$ cat src/rtl/ttwag_pkg.sv
// ----------------------------------------------------------------------------
// ttwag_pkg
// Types, constants and helper functions for the tiled texture address walk.
// ----------------------------------------------------------------------------
package ttwag_pkg;

   // default size limits, handed to the top level parameters
   localparam int MAX_TILES_ACROSS_DEF = 64;
   localparam int MAX_TILES_DOWN_DEF   = 64;

   // register field widths
   localparam int TILE_COUNT_W = 7;
   localparam int STRIDE_W     = 20;
   localparam int ADDR_W       = 32;
   localparam int OFFSET_W     = 30;
   localparam int CSR_DATA_W   = 32;
   localparam int CSR_ADDR_W   = 4;

   // register reset values
   localparam logic [TILE_COUNT_W-1:0] TILES_ACROSS_RST = 7'd8;
   localparam logic [TILE_COUNT_W-1:0] TILES_DOWN_RST   = 7'd8;
   localparam logic [STRIDE_W-1:0]     STRIDE_RST       = 20'd1024;
   localparam logic [ADDR_W-1:0]       BASE_RST         = 32'd0;

   // word index inside one tile: sub-tile, micro row, micro col, row, word
   localparam int WORD_IDX_W = 10;
   localparam logic [WORD_IDX_W-1:0] WORD_IDX_LAST = 10'd1023;

   // register map, one 32-bit word each
   typedef enum logic [1:0] {
      CSR_TILES_ACROSS = 2'd0,
      CSR_TILES_DOWN   = 2'd1,
      CSR_ROW_STRIDE   = 2'd2,
      CSR_BASE_ADDRESS = 2'd3
   } csr_index_type;

   // position inside a tile, plus the end-of-image mark
   typedef struct packed {
      logic       sub_x;
      logic       sub_y;
      logic [1:0] micro_row;
      logic [1:0] row_in_micro;
      logic [1:0] micro_col;
      logic [1:0] word_in_row;
      logic       last;
   } pos_fine_type;

   // sub-tile x half: even rows 0,0,1,1 / odd rows 1,1,0,0
   function automatic logic sub_x_of(input logic odd, input logic [1:0] sub);
      sub_x_of = odd ^ sub[1];
   endfunction

   // sub-tile y half: even rows 0,1,1,0 / odd rows 1,0,0,1
   function automatic logic sub_y_of(input logic odd, input logic [1:0] sub);
      sub_y_of = odd ^ sub[1] ^ sub[0];
   endfunction

endpackage

$ cat src/rtl/tiled_texture_word_address_generator.sv
// ----------------------------------------------------------------------------
// tiled_texture_word_address_generator
// Word offsets of a linear 32bpp bitmap in tiled texture order: 32x32 tiles
// walked serpentine, 16x16 sub-tiles, 4x4-word micro-tiles.
//
//   channel  direction  handshake          payload
//   req      in         valid / stall      restart
//   rsp      out        valid / stall      word_offset, last_word
//   csr      in/out     APB-style write    4 registers, 32 bits each
//
// One transaction per cycle, sustained while the result side does not stall.
// A request transaction passes the walk stage, then the multiply-add stage
// (pixel row times stride plus base) into the result register. Reset clears
// the walk and both stage valids and loads register defaults. A stalled
// result holds; the walk stage keeps taking requests until it also holds an
// item.
// ----------------------------------------------------------------------------
module tiled_texture_word_address_generator #(
   parameter int MAX_TILES_ACROSS = ttwag_pkg::MAX_TILES_ACROSS_DEF,
   parameter int MAX_TILES_DOWN   = ttwag_pkg::MAX_TILES_DOWN_DEF
) (
   input  logic                               clock,
   input  logic                               reset,
   // request
   input  logic                               req_valid,
   output logic                               req_stall,
   input  logic                               req_restart,
   // result
   output logic                               rsp_valid,
   input  logic                               rsp_stall,
   output logic [ttwag_pkg::OFFSET_W-1:0]     rsp_word_offset,
   output logic                               rsp_last_word,
   // configuration
   input  logic                               csr_psel,
   input  logic                               csr_penable,
   input  logic                               csr_pwrite,
   input  logic [ttwag_pkg::CSR_ADDR_W-1:0]   csr_paddr,
   input  logic [ttwag_pkg::CSR_DATA_W-1:0]   csr_pwdata,
   output logic [ttwag_pkg::CSR_DATA_W-1:0]   csr_prdata,
   output logic                               csr_pready
);

   localparam int RowW = (MAX_TILES_DOWN > 1) ? $clog2(MAX_TILES_DOWN) : 1;
   localparam int ColW = (MAX_TILES_ACROSS > 1) ? $clog2(MAX_TILES_ACROSS) : 1;

   logic [ttwag_pkg::TILE_COUNT_W-1:0] tiles_across;
   logic [ttwag_pkg::TILE_COUNT_W-1:0] tiles_down;
   logic [ttwag_pkg::STRIDE_W-1:0]     row_stride_bytes;
   logic [ttwag_pkg::ADDR_W-1:0]       base_address;
   logic                               stage_free;
   logic                               stage_valid;
   logic [RowW-1:0]                    stage_row;
   logic [ColW-1:0]                    stage_col;
   ttwag_pkg::pos_fine_type            stage_fine;

   // configuration registers
   ttwag_csr u_csr (
      .clock            (clock),
      .reset            (reset),
      .csr_psel         (csr_psel),
      .csr_penable      (csr_penable),
      .csr_pwrite       (csr_pwrite),
      .csr_paddr        (csr_paddr),
      .csr_pwdata       (csr_pwdata),
      .csr_prdata       (csr_prdata),
      .csr_pready       (csr_pready),
      .tiles_across     (tiles_across),
      .tiles_down       (tiles_down),
      .row_stride_bytes (row_stride_bytes),
      .base_address     (base_address)
   );

   // position walk
   ttwag_walk #(
      .MAX_TILES_ACROSS (MAX_TILES_ACROSS),
      .MAX_TILES_DOWN   (MAX_TILES_DOWN),
      .RowW             (RowW),
      .ColW             (ColW)
   ) u_walk (
      .clock        (clock),
      .reset        (reset),
      .req_valid    (req_valid),
      .req_restart  (req_restart),
      .req_stall    (req_stall),
      .tiles_across (tiles_across),
      .tiles_down   (tiles_down),
      .stage_free   (stage_free),
      .stage_valid  (stage_valid),
      .stage_row    (stage_row),
      .stage_col    (stage_col),
      .stage_fine   (stage_fine)
   );

   // address and result register
   ttwag_addr #(
      .RowW (RowW),
      .ColW (ColW)
   ) u_addr (
      .clock            (clock),
      .reset            (reset),
      .stage_valid      (stage_valid),
      .stage_row        (stage_row),
      .stage_col        (stage_col),
      .stage_fine       (stage_fine),
      .row_stride_bytes (row_stride_bytes),
      .base_address     (base_address),
      .stage_free       (stage_free),
      .rsp_valid        (rsp_valid),
      .rsp_stall        (rsp_stall),
      .rsp_word_offset  (rsp_word_offset),
      .rsp_last_word    (rsp_last_word)
   );

endmodule

$ cat src/rtl/ttwag_csr.sv
// ----------------------------------------------------------------------------
// ttwag_csr
// Configuration registers behind the APB-style port.
// ----------------------------------------------------------------------------
module ttwag_csr (
   input  logic                                 clock,
   input  logic                                 reset,
   input  logic                                 csr_psel,
   input  logic                                 csr_penable,
   input  logic                                 csr_pwrite,
   input  logic [ttwag_pkg::CSR_ADDR_W-1:0]     csr_paddr,
   input  logic [ttwag_pkg::CSR_DATA_W-1:0]     csr_pwdata,
   output logic [ttwag_pkg::CSR_DATA_W-1:0]     csr_prdata,
   output logic                                 csr_pready,
   output logic [ttwag_pkg::TILE_COUNT_W-1:0]   tiles_across,
   output logic [ttwag_pkg::TILE_COUNT_W-1:0]   tiles_down,
   output logic [ttwag_pkg::STRIDE_W-1:0]       row_stride_bytes,
   output logic [ttwag_pkg::ADDR_W-1:0]         base_address
);

   logic [ttwag_pkg::TILE_COUNT_W-1:0] tiles_across_ff, tiles_across_in;
   logic [ttwag_pkg::TILE_COUNT_W-1:0] tiles_down_ff, tiles_down_in;
   logic [ttwag_pkg::STRIDE_W-1:0]     stride_ff, stride_in;
   logic [ttwag_pkg::ADDR_W-1:0]       base_ff, base_in;
   logic                               wr_en;
   ttwag_pkg::csr_index_type           index;

   assign csr_pready = 1'b1;
   assign wr_en      = csr_psel && csr_penable && csr_pwrite;
   assign index      = ttwag_pkg::csr_index_type'(csr_paddr[3:2]);

   // write decode
   always_comb begin
      tiles_across_in = tiles_across_ff;
      tiles_down_in   = tiles_down_ff;
      stride_in       = stride_ff;
      base_in         = base_ff;
      if (wr_en) begin
         case (index)
            ttwag_pkg::CSR_TILES_ACROSS: begin
               tiles_across_in = csr_pwdata[ttwag_pkg::TILE_COUNT_W-1:0];
            end
            ttwag_pkg::CSR_TILES_DOWN: begin
               tiles_down_in = csr_pwdata[ttwag_pkg::TILE_COUNT_W-1:0];
            end
            ttwag_pkg::CSR_ROW_STRIDE: begin
               stride_in = csr_pwdata[ttwag_pkg::STRIDE_W-1:0];
            end
            ttwag_pkg::CSR_BASE_ADDRESS: begin
               base_in = csr_pwdata[ttwag_pkg::ADDR_W-1:0];
            end
            default: begin
               base_in = base_ff;
            end
         endcase
      end
   end

   always_ff @(posedge clock) begin
      if (reset) begin
         tiles_across_ff <= ttwag_pkg::TILES_ACROSS_RST;
         tiles_down_ff   <= ttwag_pkg::TILES_DOWN_RST;
         stride_ff       <= ttwag_pkg::STRIDE_RST;
         base_ff         <= ttwag_pkg::BASE_RST;
      end else begin
         tiles_across_ff <= tiles_across_in;
         tiles_down_ff   <= tiles_down_in;
         stride_ff       <= stride_in;
         base_ff         <= base_in;
      end
   end

   // read mux
   always_comb begin
      case (index)
         ttwag_pkg::CSR_TILES_ACROSS: csr_prdata = 32'(tiles_across_ff);
         ttwag_pkg::CSR_TILES_DOWN:   csr_prdata = 32'(tiles_down_ff);
         ttwag_pkg::CSR_ROW_STRIDE:   csr_prdata = 32'(stride_ff);
         ttwag_pkg::CSR_BASE_ADDRESS: csr_prdata = base_ff;
         default:                     csr_prdata = '0;
      endcase
   end

   assign tiles_across     = tiles_across_ff;
   assign tiles_down       = tiles_down_ff;
   assign row_stride_bytes = stride_ff;
   assign base_address     = base_ff;

endmodule

$ cat src/rtl/ttwag_walk.sv
// ----------------------------------------------------------------------------
// ttwag_walk
// Walk position counters and the input stage register. Each accepted
// transaction takes the current position into the stage and advances it, unless the image is empty.
// ----------------------------------------------------------------------------
module ttwag_walk #(
   parameter int MAX_TILES_ACROSS = ttwag_pkg::MAX_TILES_ACROSS_DEF,
   parameter int MAX_TILES_DOWN   = ttwag_pkg::MAX_TILES_DOWN_DEF,
   parameter int RowW = (MAX_TILES_DOWN > 1) ? $clog2(MAX_TILES_DOWN) : 1,
   parameter int ColW = (MAX_TILES_ACROSS > 1) ? $clog2(MAX_TILES_ACROSS) : 1
) (
   input  logic                               clock,
   input  logic                               reset,
   input  logic                               req_valid,
   input  logic                               req_restart,
   output logic                               req_stall,
   input  logic [ttwag_pkg::TILE_COUNT_W-1:0] tiles_across,
   input  logic [ttwag_pkg::TILE_COUNT_W-1:0] tiles_down,
   input  logic                               stage_free,
   output logic                               stage_valid,
   output logic [RowW-1:0]                    stage_row,
   output logic [ColW-1:0]                    stage_col,
   output ttwag_pkg::pos_fine_type            stage_fine
);

   localparam int AcW = $clog2(MAX_TILES_ACROSS + 1);
   localparam int DnW = $clog2(MAX_TILES_DOWN + 1);

   logic [RowW-1:0]                 row_ff, row_in;
   logic [ColW-1:0]                 step_ff, step_in;
   logic [ttwag_pkg::WORD_IDX_W-1:0] word_ff, word_in;

   logic                            valid_ff, valid_in;
   logic [RowW-1:0]                 srow_ff, srow_in;
   logic [ColW-1:0]                 scol_ff, scol_in;
   ttwag_pkg::pos_fine_type         sfine_ff, sfine_in;

   logic [AcW-1:0]                  across;
   logic [DnW-1:0]                  down;
   logic                            accept, empty, stale, odd;
   logic [RowW-1:0]                 row0, row1;
   logic [ColW-1:0]                 step0, step1;
   logic [ttwag_pkg::WORD_IDX_W-1:0] word0, word1;
   logic [1:0]                      sub;

   // tile counts saturate at the configured maximum
   assign across = (32'(tiles_across) > 32'(MAX_TILES_ACROSS)) ?
                   AcW'(MAX_TILES_ACROSS) : AcW'(tiles_across);
   assign down   = (32'(tiles_down) > 32'(MAX_TILES_DOWN)) ?
                   DnW'(MAX_TILES_DOWN) : DnW'(tiles_down);

   assign req_stall = valid_ff && !stage_free;
   assign accept    = req_valid && !req_stall;
   assign empty     = (across == '0) || (down == '0);

   // restart, then rewind a position left outside the image
   always_comb begin
      row0  = req_restart ? '0 : row_ff;
      step0 = req_restart ? '0 : step_ff;
      word0 = req_restart ? '0 : word_ff;
      stale = (DnW'(row0) >= down) || (AcW'(step0) >= across);
      row1  = stale ? '0 : row0;
      step1 = stale ? '0 : step0;
      word1 = stale ? '0 : word0;
   end

   // serpentine column and sub-tile order
   assign odd = row1[0];
   assign sub = word1[9:8];

   always_comb begin
      srow_in = row1;
      scol_in = odd ? ColW'(across - AcW'(1) - AcW'(step1)) : step1;
      sfine_in.sub_x        = ttwag_pkg::sub_x_of(odd, sub);
      sfine_in.sub_y        = ttwag_pkg::sub_y_of(odd, sub);
      sfine_in.micro_row    = word1[7:6];
      sfine_in.micro_col    = word1[5:4];
      sfine_in.row_in_micro = word1[3:2];
      sfine_in.word_in_row  = word1[1:0];
      sfine_in.last = (DnW'(row1) == down - DnW'(1)) &&
                      (AcW'(step1) == across - AcW'(1)) &&
                      (word1 == ttwag_pkg::WORD_IDX_LAST);
   end

   // next position
   always_comb begin
      row_in  = row_ff;
      step_in = step_ff;
      word_in = word_ff;
      if (accept) begin
         if (empty) begin
            row_in  = row0;
            step_in = step0;
            word_in = word0;
         end else if (word1 != ttwag_pkg::WORD_IDX_LAST) begin
            row_in  = row1;
            step_in = step1;
            word_in = word1 + 10'd1;
         end else begin
            word_in = '0;
            if ((AcW'(step1) + AcW'(1)) < across) begin
               row_in  = row1;
               step_in = step1 + ColW'(1);
            end else begin
               step_in = '0;
               row_in  = ((DnW'(row1) + DnW'(1)) < down) ? row1 + RowW'(1) : '0;
            end
         end
      end
   end

   // stage valid: filled by a transaction, drained into the result stage
   always_comb begin
      if (accept && !empty) begin
         valid_in = 1'b1;
      end else if (stage_free) begin
         valid_in = 1'b0;
      end else begin
         valid_in = valid_ff;
      end
   end

   always_ff @(posedge clock) begin
      if (reset) begin
         row_ff   <= '0;
         step_ff  <= '0;
         word_ff  <= '0;
         valid_ff <= 1'b0;
      end else begin
         row_ff   <= row_in;
         step_ff  <= step_in;
         word_ff  <= word_in;
         valid_ff <= valid_in;
      end
   end

   // stage payload
   always_ff @(posedge clock) begin
      if (accept && !empty) begin
         srow_ff  <= srow_in;
         scol_ff  <= scol_in;
         sfine_ff <= sfine_in;
      end
   end

   assign stage_valid = valid_ff;
   assign stage_row   = srow_ff;
   assign stage_col   = scol_ff;
   assign stage_fine  = sfine_ff;

endmodule

$ cat src/rtl/ttwag_addr.sv
// ----------------------------------------------------------------------------
// ttwag_addr
// Byte address from the tiled position, divided by four, into the result
// register.
// ----------------------------------------------------------------------------
module ttwag_addr #(
   parameter int RowW = 6,
   parameter int ColW = 6
) (
   input  logic                                clock,
   input  logic                                reset,
   input  logic                                stage_valid,
   input  logic [RowW-1:0]                     stage_row,
   input  logic [ColW-1:0]                     stage_col,
   input  ttwag_pkg::pos_fine_type             stage_fine,
   input  logic [ttwag_pkg::STRIDE_W-1:0]      row_stride_bytes,
   input  logic [ttwag_pkg::ADDR_W-1:0]        base_address,
   output logic                                stage_free,
   output logic                                rsp_valid,
   input  logic                                rsp_stall,
   output logic [ttwag_pkg::OFFSET_W-1:0]      rsp_word_offset,
   output logic                                rsp_last_word
);

   localparam int PixRowW = RowW + 5;
   localparam int ProdW   = PixRowW + ttwag_pkg::STRIDE_W;
   localparam int InRowW  = ColW + 7;

   logic                               valid_ff, valid_in;
   logic [ttwag_pkg::OFFSET_W-1:0]     offset_ff;
   logic                               last_ff;
   logic [PixRowW-1:0]                 pix_row;
   logic [ProdW-1:0]                   row_bytes;
   logic [InRowW-1:0]                  in_row_bytes;
   logic [ttwag_pkg::ADDR_W-1:0]       byte_addr;

   // result register takes a new transaction when empty or being drained
   assign stage_free = !valid_ff || !rsp_stall;

   // pixel row = tile row*32 + sub y*16 + micro row*4 + row in micro
   assign pix_row = {stage_row, stage_fine.sub_y, stage_fine.micro_row,
                     stage_fine.row_in_micro};
   assign row_bytes = ProdW'(pix_row) * ProdW'(row_stride_bytes);

   // bytes into the row = col*128 + sub x*64 + micro col*16 + word*4
   assign in_row_bytes = {stage_col, stage_fine.sub_x, stage_fine.micro_col,
                          stage_fine.word_in_row, 2'b00};

   assign byte_addr = base_address + 32'(row_bytes) + 32'(in_row_bytes);

   always_comb begin
      if (stage_free) begin
         valid_in = stage_valid;
      end else begin
         valid_in = valid_ff;
      end
   end

   always_ff @(posedge clock) begin
      if (reset) begin
         valid_ff <= 1'b0;
      end else begin
         valid_ff <= valid_in;
      end
   end

   always_ff @(posedge clock) begin
      if (stage_free && stage_valid) begin
         offset_ff <= byte_addr[ttwag_pkg::ADDR_W-1:2];
         last_ff   <= stage_fine.last;
      end
   end

   assign rsp_valid       = valid_ff;
   assign rsp_word_offset = offset_ff;
   assign rsp_last_word   = last_ff;

endmodule

$ cat config.mk
export PLATFORM = sky130hd
export DESIGN_NAME = tiled_texture_word_address_generator
export DESIGN_NICKNAME = d
export VERILOG_FILES = /design/src/rtl/ttwag_pkg.sv /design/src/rtl/tiled_texture_word_address_generator.sv /design/src/rtl/ttwag_csr.sv /design/src/rtl/ttwag_walk.sv /design/src/rtl/ttwag_addr.sv
export SDC_FILE = /design/constraint.sdc
export NUM_CORES = 1
export LEC_CHECK = 0
export BUFFER_PORTS_ARGS = -buffer_cell sky130_fd_sc_hd__buf_2
export CORE_MARGIN = 2
export CORE_UTILIZATION = 30
export CTS_CLUSTER_DIAMETER = 60
export DETAILED_ROUTE_END_ITERATION = 12
export PLACE_DENSITY = 0.5
export SLEW_MARGIN = 20
export SYNTH_ARGS = -nofsm -noshare
export SYNTH_HDL_FRONTEND = slang
export SYNTH_SLANG_ARGS = --single-unit
export TNS_END_PERCENT = 50
$ cat constraint.sdc
create_clock -name clock -period 12.98 [get_ports clock]
set_input_delay 2.596 -clock clock [delete_from_list [all_inputs] [get_ports clock]]
set_output_delay 2.596 -clock clock [all_outputs]
set_load 0.05 [all_outputs]
## Word-level counts from Yosys, hierarchy flattened

Index checks and enable logic that the tools add are counted.

- Add/sub/neg operators: 10
- $mul: 1
- Order comparisons: 6
- Equal/unequal tests: 7
- Multiplexer cells: 21
- Bitwise logic cells: 2
- Reduce and logical (&&, ||, !) cells: 24

Operators by type and width:

| cell | count |
|---|---|
| $pmux 32 s4 | 1 |
| $mux 6 | 12 |
| $mux 10 | 4 |
| $add 32x13->32 | 1 |
| $add 32x31->32 | 1 |
| $mul 11x20->31 | 1 |
| $add 6x1->7 const B | 2 |
| $eq 6x7->1 | 2 |
| $ge 6x7->1 | 2 |
| $gt 7x7->1 const B | 2 |
| $logic_not 7->1 | 2 |
| $lt 7x7->1 | 2 |
| $mux 7 | 2 |
| $sub 7x1->7 const B | 2 |
| $add 6x1->6 const B | 2 |
| $add 10x1->10 const B | 1 |
| $eq 10x10->1 const B | 1 |
| $ne 10x10->1 const B | 1 |
| $logic_and 1x1->1 | 8 |
| $reduce_and 2->1 | 4 |
| $sub 6x6->6 | 1 |
| $logic_not 1->1 | 5 |
| $eq 2x2->1 const B | 2 |
| $logic_or 1x1->1 | 3 |
| 5 further kinds | 7 |

- Register bits after elaboration: 144
- Input bits: 44
- Output and inout port bits: 66
- Logic and storage cells: 91

## Logic depth before layout (Yosys ltp)

- Depth after elaboration: 11
- Mapped depth: 25
- Mapped depth without buffers: 22

## Modules after synthesis

Synthesis repeated with hierarchy kept, for this count alone.

- Cells, all modules: 1802
- Area, all modules: 16278.1 µm²

Modules (own cells, without submodules):

| module | instances | cells an instance | area an instance (µm²) | sequential area each (µm²) |
|---|---|---|---|---|
| ttwag_addr | 1 | 1029 | 9233.9 | 950.9 |
| ttwag_walk | 1 | 423 | 3777.4 | 1151.1 |
| ttwag_csr | 1 | 350 | 3266.9 | 1321.3 |

## Worst setup path before layout

Ideal clock, no wire load.

- Path kind: input-to-output
- Start: in csr_paddr[2] (netlist name)
- End: out csr_prdata[10] (netlist name)
- Arrival: 4.382 ns
- Required time: 10.384 ns
- Path slack: 6.002 ns
- Stages: 4
- Path buffers: 2
- Path through: buf_1 > clkbuf_1 > mux2i_1 > nor2b_1

- Cells in the longest elaborated chain, start to end: 2
- Elaborated cells between the ends (all ways): 5
- Those cells by class: eq/ne (3); mux (1); reduce/logical (1)

RTL lines:

| element | line | RTL |
|---|---|---|
| start: declaration | tiled_texture_word_address_generator.sv:37 | `input logic [ttwag_pkg::CSR_ADDR_W-1:0] csr_paddr,` |
| $eq 2x2->1 (tied with other cells) | ttwag_csr.sv:75 | `case (index)` |
| $pmux 32 s4 * | ttwag_csr.sv:75 |  |
| end: declaration | tiled_texture_word_address_generator.sv:39 | `output logic [ttwag_pkg::CSR_DATA_W-1:0] csr_prdata,` |

Mark *: on every way between the ends. The rest lies on a longest branch, timed or not.

## Worst setup path after layout

- Start: in req_restart
- End: reg u_walk.row_ff[0]

- Cells in the longest elaborated chain, start to end: 10
- Elaborated cells between the ends (all ways): 19
- Those cells by class: add/sub (3); order compare (4); eq/ne (1); mux (10); reduce/logical (1)

RTL lines:

| element | line | RTL |
|---|---|---|
| start: declaration | tiled_texture_word_address_generator.sv:27 | `input logic req_restart,` |
| $mux 6, on equally long branches | ttwag_walk.sv:58, ttwag_walk.sv:59 |  |
| $ge 6x7->1 | ttwag_walk.sv:61 | `stale = (DnW'(row0) >= down) \|\| (AcW'(step0) >= across);` |
| $logic_or 1x1->1 | ttwag_walk.sv:61 |  |
| $mux 6 | ttwag_walk.sv:62 | `row1 = stale ? '0 : row0;` |
| $add 6x1->7 | ttwag_walk.sv:106 | `row_in = ((DnW'(row1) + DnW'(1)) < down) ? row1 + RowW'(1) : '0;` |
| $lt 7x7->1 | ttwag_walk.sv:106 |  |
| $mux 6 | ttwag_walk.sv:106 |  |
| $mux 6 | ttwag_walk.sv:101 | `if ((AcW'(step1) + AcW'(1)) < across) begin` |
| $mux 6 | ttwag_walk.sv:95 | `end else if (word1 != ttwag_pkg::WORD_IDX_LAST) begin` |
| $mux 6 * | ttwag_walk.sv:91 | `if (empty) begin` |
| end signal: assignment | ttwag_walk.sv:130 | `row_ff <= row_in;` |
| end: declaration | ttwag_walk.sv:29 | `logic [RowW-1:0] row_ff, row_in;` |

Marks and branches as above.
A chain may end at the register's enable or synchronous reset.

==> impl_metrics.tcl <==
set metrics [dict create \
    firstDrtPassIters 5 \
    tns_ns 0 \
    hpwl_mm 32.3 \
    dp_slack_ns 5.06 \
    synth_top_cell_by_area "fa_1" \
    cts_buffers 17 \
    cap_violations 0 \
    power.density_nw_per_um2 71.0 \
    vdd_drop_max_uv 98.4 \
    clk_path_buf_depth 2 \
    cts_num_sinks 144 \
    fmax_ghz 0.133 \
    ctsHoldBuffers 0 \
    io_buffers 106 \
    antenna_found_initial 0 \
    worstPathMaxFanout 26 \
    rsz0062_at_grt "false" \
    slew_violations 0 \
    syn_nets 2120 \
    num_vias 11800 \
    gp_congestion 0.836 \
    layout_setup_ws_ns 5.48 \
    worst_pin_slew_ns 1.04 \
    cts_root_buf "clkbuf_16" \
    drtIter0Drc 590 \
    cts_setup_buffers 0 \
    ys_seq_elements 144 \
    fin_skew_ns 0.00792 \
    critPathArrivalTime_ns 7.91 \
    rows 83 \
    nets 2166 \
    fillers 5372 \
    synth-edff-count 54 \
    syn_to_final_growth_pct 10.8 \
    die_y_um 231 \
    leakage_nw 7.78 \
    status "finished clean" \
    min_period_ns 7.50 \
    async_reset_ff_frac 0 \
    cp-start-kind "input pin" \
    clk_pin_slew_ns 0.07 \
    seq_area_frac_synth 0.221 \
    avgViaCountPerCell 4.70 \
    postRouteAntennaNets 0 \
    die_w_um 231 \
    yosysTopAreaCellShare 0.265 \
    fin_util 0.336 \
    drive_above_1_share 0.101 \
    max-slew-margin-rel 0.305 \
    cts_tree "yes" \
    grt_max_degree 82 \
    required_ns 13.39 \
    core_region_area_um2 51200 \
    post_drt_wl_per_cell_um 16.6 \
    syn_area_um2 15500 \
    wl_mm 41.4 \
    grt_pass1_wl_mm 67.2 \
    insertion_delay_ns 0.46 \
    cts_resized 0 \
    drcViolationCount 0 \
    final-hold-violation-count 0 \
    dieArea_um2 53500 \
    synth_cell_types 79 \
    yosysWarnings 0 \
    hold_slack_ns 0.458 \
    overflow 0 \
    synthFlopType "dfxtp_1" \
    num_io_pins 110 \
    hp-class "reg -> reg" \
    end_kind "flop" \
    cts-htree-levels 4 \
    min_period_over_period 0.578 \
    finalSetupViolCount 0 \
    diodes 0 \
    critPathKind "in -> reg" \
    synthCells 1762 \
    grt_pass1_vias 12100 \
    ys_top_cells_by_area "fa_1 (26%), dfxtp_1 (12%), edfxtp_1 (10%)" \
    synth.avg_cell_area_um2 8.80 \
    initial_core_util 0.303 \
    grt_usage 0.162 \
]
## Yosys cell counts (4+ instances only)
cell type,number
inv_1,315
nand2_1,291
fa_1,205
ha_1,109
a21oi_1,103
and2_1,98
dfxtp_1,90
clkbuf_1,75
nor2_1,70
edfxtp_1,54
xnor2_1,38
o21ai_0,37
mux2i_1,28
nor2b_1,24
nor3_1,24
nand3_1,19
a21o_1,13
and3_1,12
nand2b_1,12
xor2_1,12
o21a_1,9
mux4_2,7
nand4_1,7
a22oi_1,6
a31oi_1,5
a211oi_1,4
buf_6,4
o211ai_1,4
or3b_2,4
## stage by stage
step	power, W	area, um^2	instances
global placement	0.000721	16600	2469
detailed placement	0.000724	16600	2469
finish	0.00122	17200	2501
global route	0.00128	17200	2501
floorplan	0.000660	15500	1762
CTS	0.00124	17200	2501
## critical path, cell delays in order
cell	delay [ns]
buf_2	0.27
nor2b_1	0.64
ha_1	0.36
nor2b_1	0.16
a22o_1	0.25
a211oi_2	0.24
o31ai_1	0.17
nor2_2	0.52
nand2_1	0.29
inv_1	0.12
ha_1	0.25
ha_1	0.28
nor2b_1	0.12
o21a_1	0.17
o21a_1	0.16
o21ai_0	0.15
o2bb2ai_1	0.31
nand2b_4	0.30
a21oi_1	0.08
o21ai_0	0.28
a31o_2	0.19
## layout by cell type (no fill, tap or decap), types with 6 or more instances in the layout
master     netlist  routed
and3_1          12      12
and2_1          98      98
ha_1           109     109
a21o_1          13      13
clkbuf_16        0      18
a21oi_1        103     103
nand2_1        291     291
buf_2            1     106
a22oi_1          6       6
xor2_1          12      12
inv_1          315     315
mux2i_1         28      28
nand4_1          7       7
mux4_2           7       7
xnor2_1         38      38
edfxtp_1        54      54
nor2_1          70      69
dfxtp_1         90      90
nand3_1         19      19
nor2b_1         24      24
fa_1           205     205
o21ai_0         37      36
nor3_1          24      24
buf_4            2       7
nand2b_1        12      12
o21a_1           9       9
## final cells by class
| cell class | count | area [um^2] | share of cell area |
|---|---|---|---|
| clock inverter | 13 | 140 | 0.00816 |
| clock buffer | 19 | 454 | 0.0264 |
| tap | 680 | 851 | 0.0495 |
| sequential | 144 | 3420 | 0.199 |
| multi-input combinational | 1213 | 10500 | 0.613 |
| inverter | 319 | 1200 | 0.0697 |
| timing repair buffer | 113 | 583 | 0.0339 |
## routing by layer
metal / global-route usage / vias to the layer above / wire (um)
li1: - / 5627 / -
met1: 0.224 / 5881 / 20200
met2: 0.261 / 213 / 19100
met3: 0.0313 / 31 / 1650
met4: 0.0375 / 0 / 448
met5: 0 / - / 0
## power breakdown
group | switching [W] | leakage, nW | internal, W | total (W)
logic | 0.000135 | 6.23 | 0.0000673 | 0.000202
clock network | 0.000227 | 0.291 | 0.000282 | 0.000509
registers | 0.0000221 | 1.26 | 0.000486 | 0.000508
## logic make-up after synthesis
group / synth area share
DFF: 0.221
xor gates and xnor gates: 0.0283
other: 0.000242
AOI/OAI and AO/OA: 0.0855
and+or+nand+nor: 0.183
adders and majority gates: 0.353
buffers and inverters: 0.101
muxes: 0.0283
## path summary, 6_finish.rpt
kind	startpoint	depth (start not counted)	slack (ns)	to
worst max-delay path	req_restart	21	5.48	u_walk.row_ff[0]
worst min-delay path	u_walk.step_ff[3]	2	0.46	u_walk.step_ff[3]
worst max register to register	u_walk.stage_fine[5]	20	6.28	u_addr.rsp_word_offset[28]
worst min register to register	u_walk.step_ff[3]	2	0.46	u_walk.step_ff[3]
## sequential cells by signal (all words and copies together), names as in the netlist
signal and flops:
u_csr.row_stride_bytes 20, u_addr.rsp_valid 1, u_csr.base_address 32, u_walk.step_ff 6, u_walk.stage_col 6, u_csr.tiles_across 7
u_walk.word_ff 10, u_addr.rsp_last_word 1, u_walk.stage_row 6, u_walk.stage_valid 1, u_csr.tiles_down 7, u_walk.row_ff 6
u_walk.stage_fine 11, u_addr.rsp_word_offset 30
Note: power is estimated with default switching activity, not from simulation.
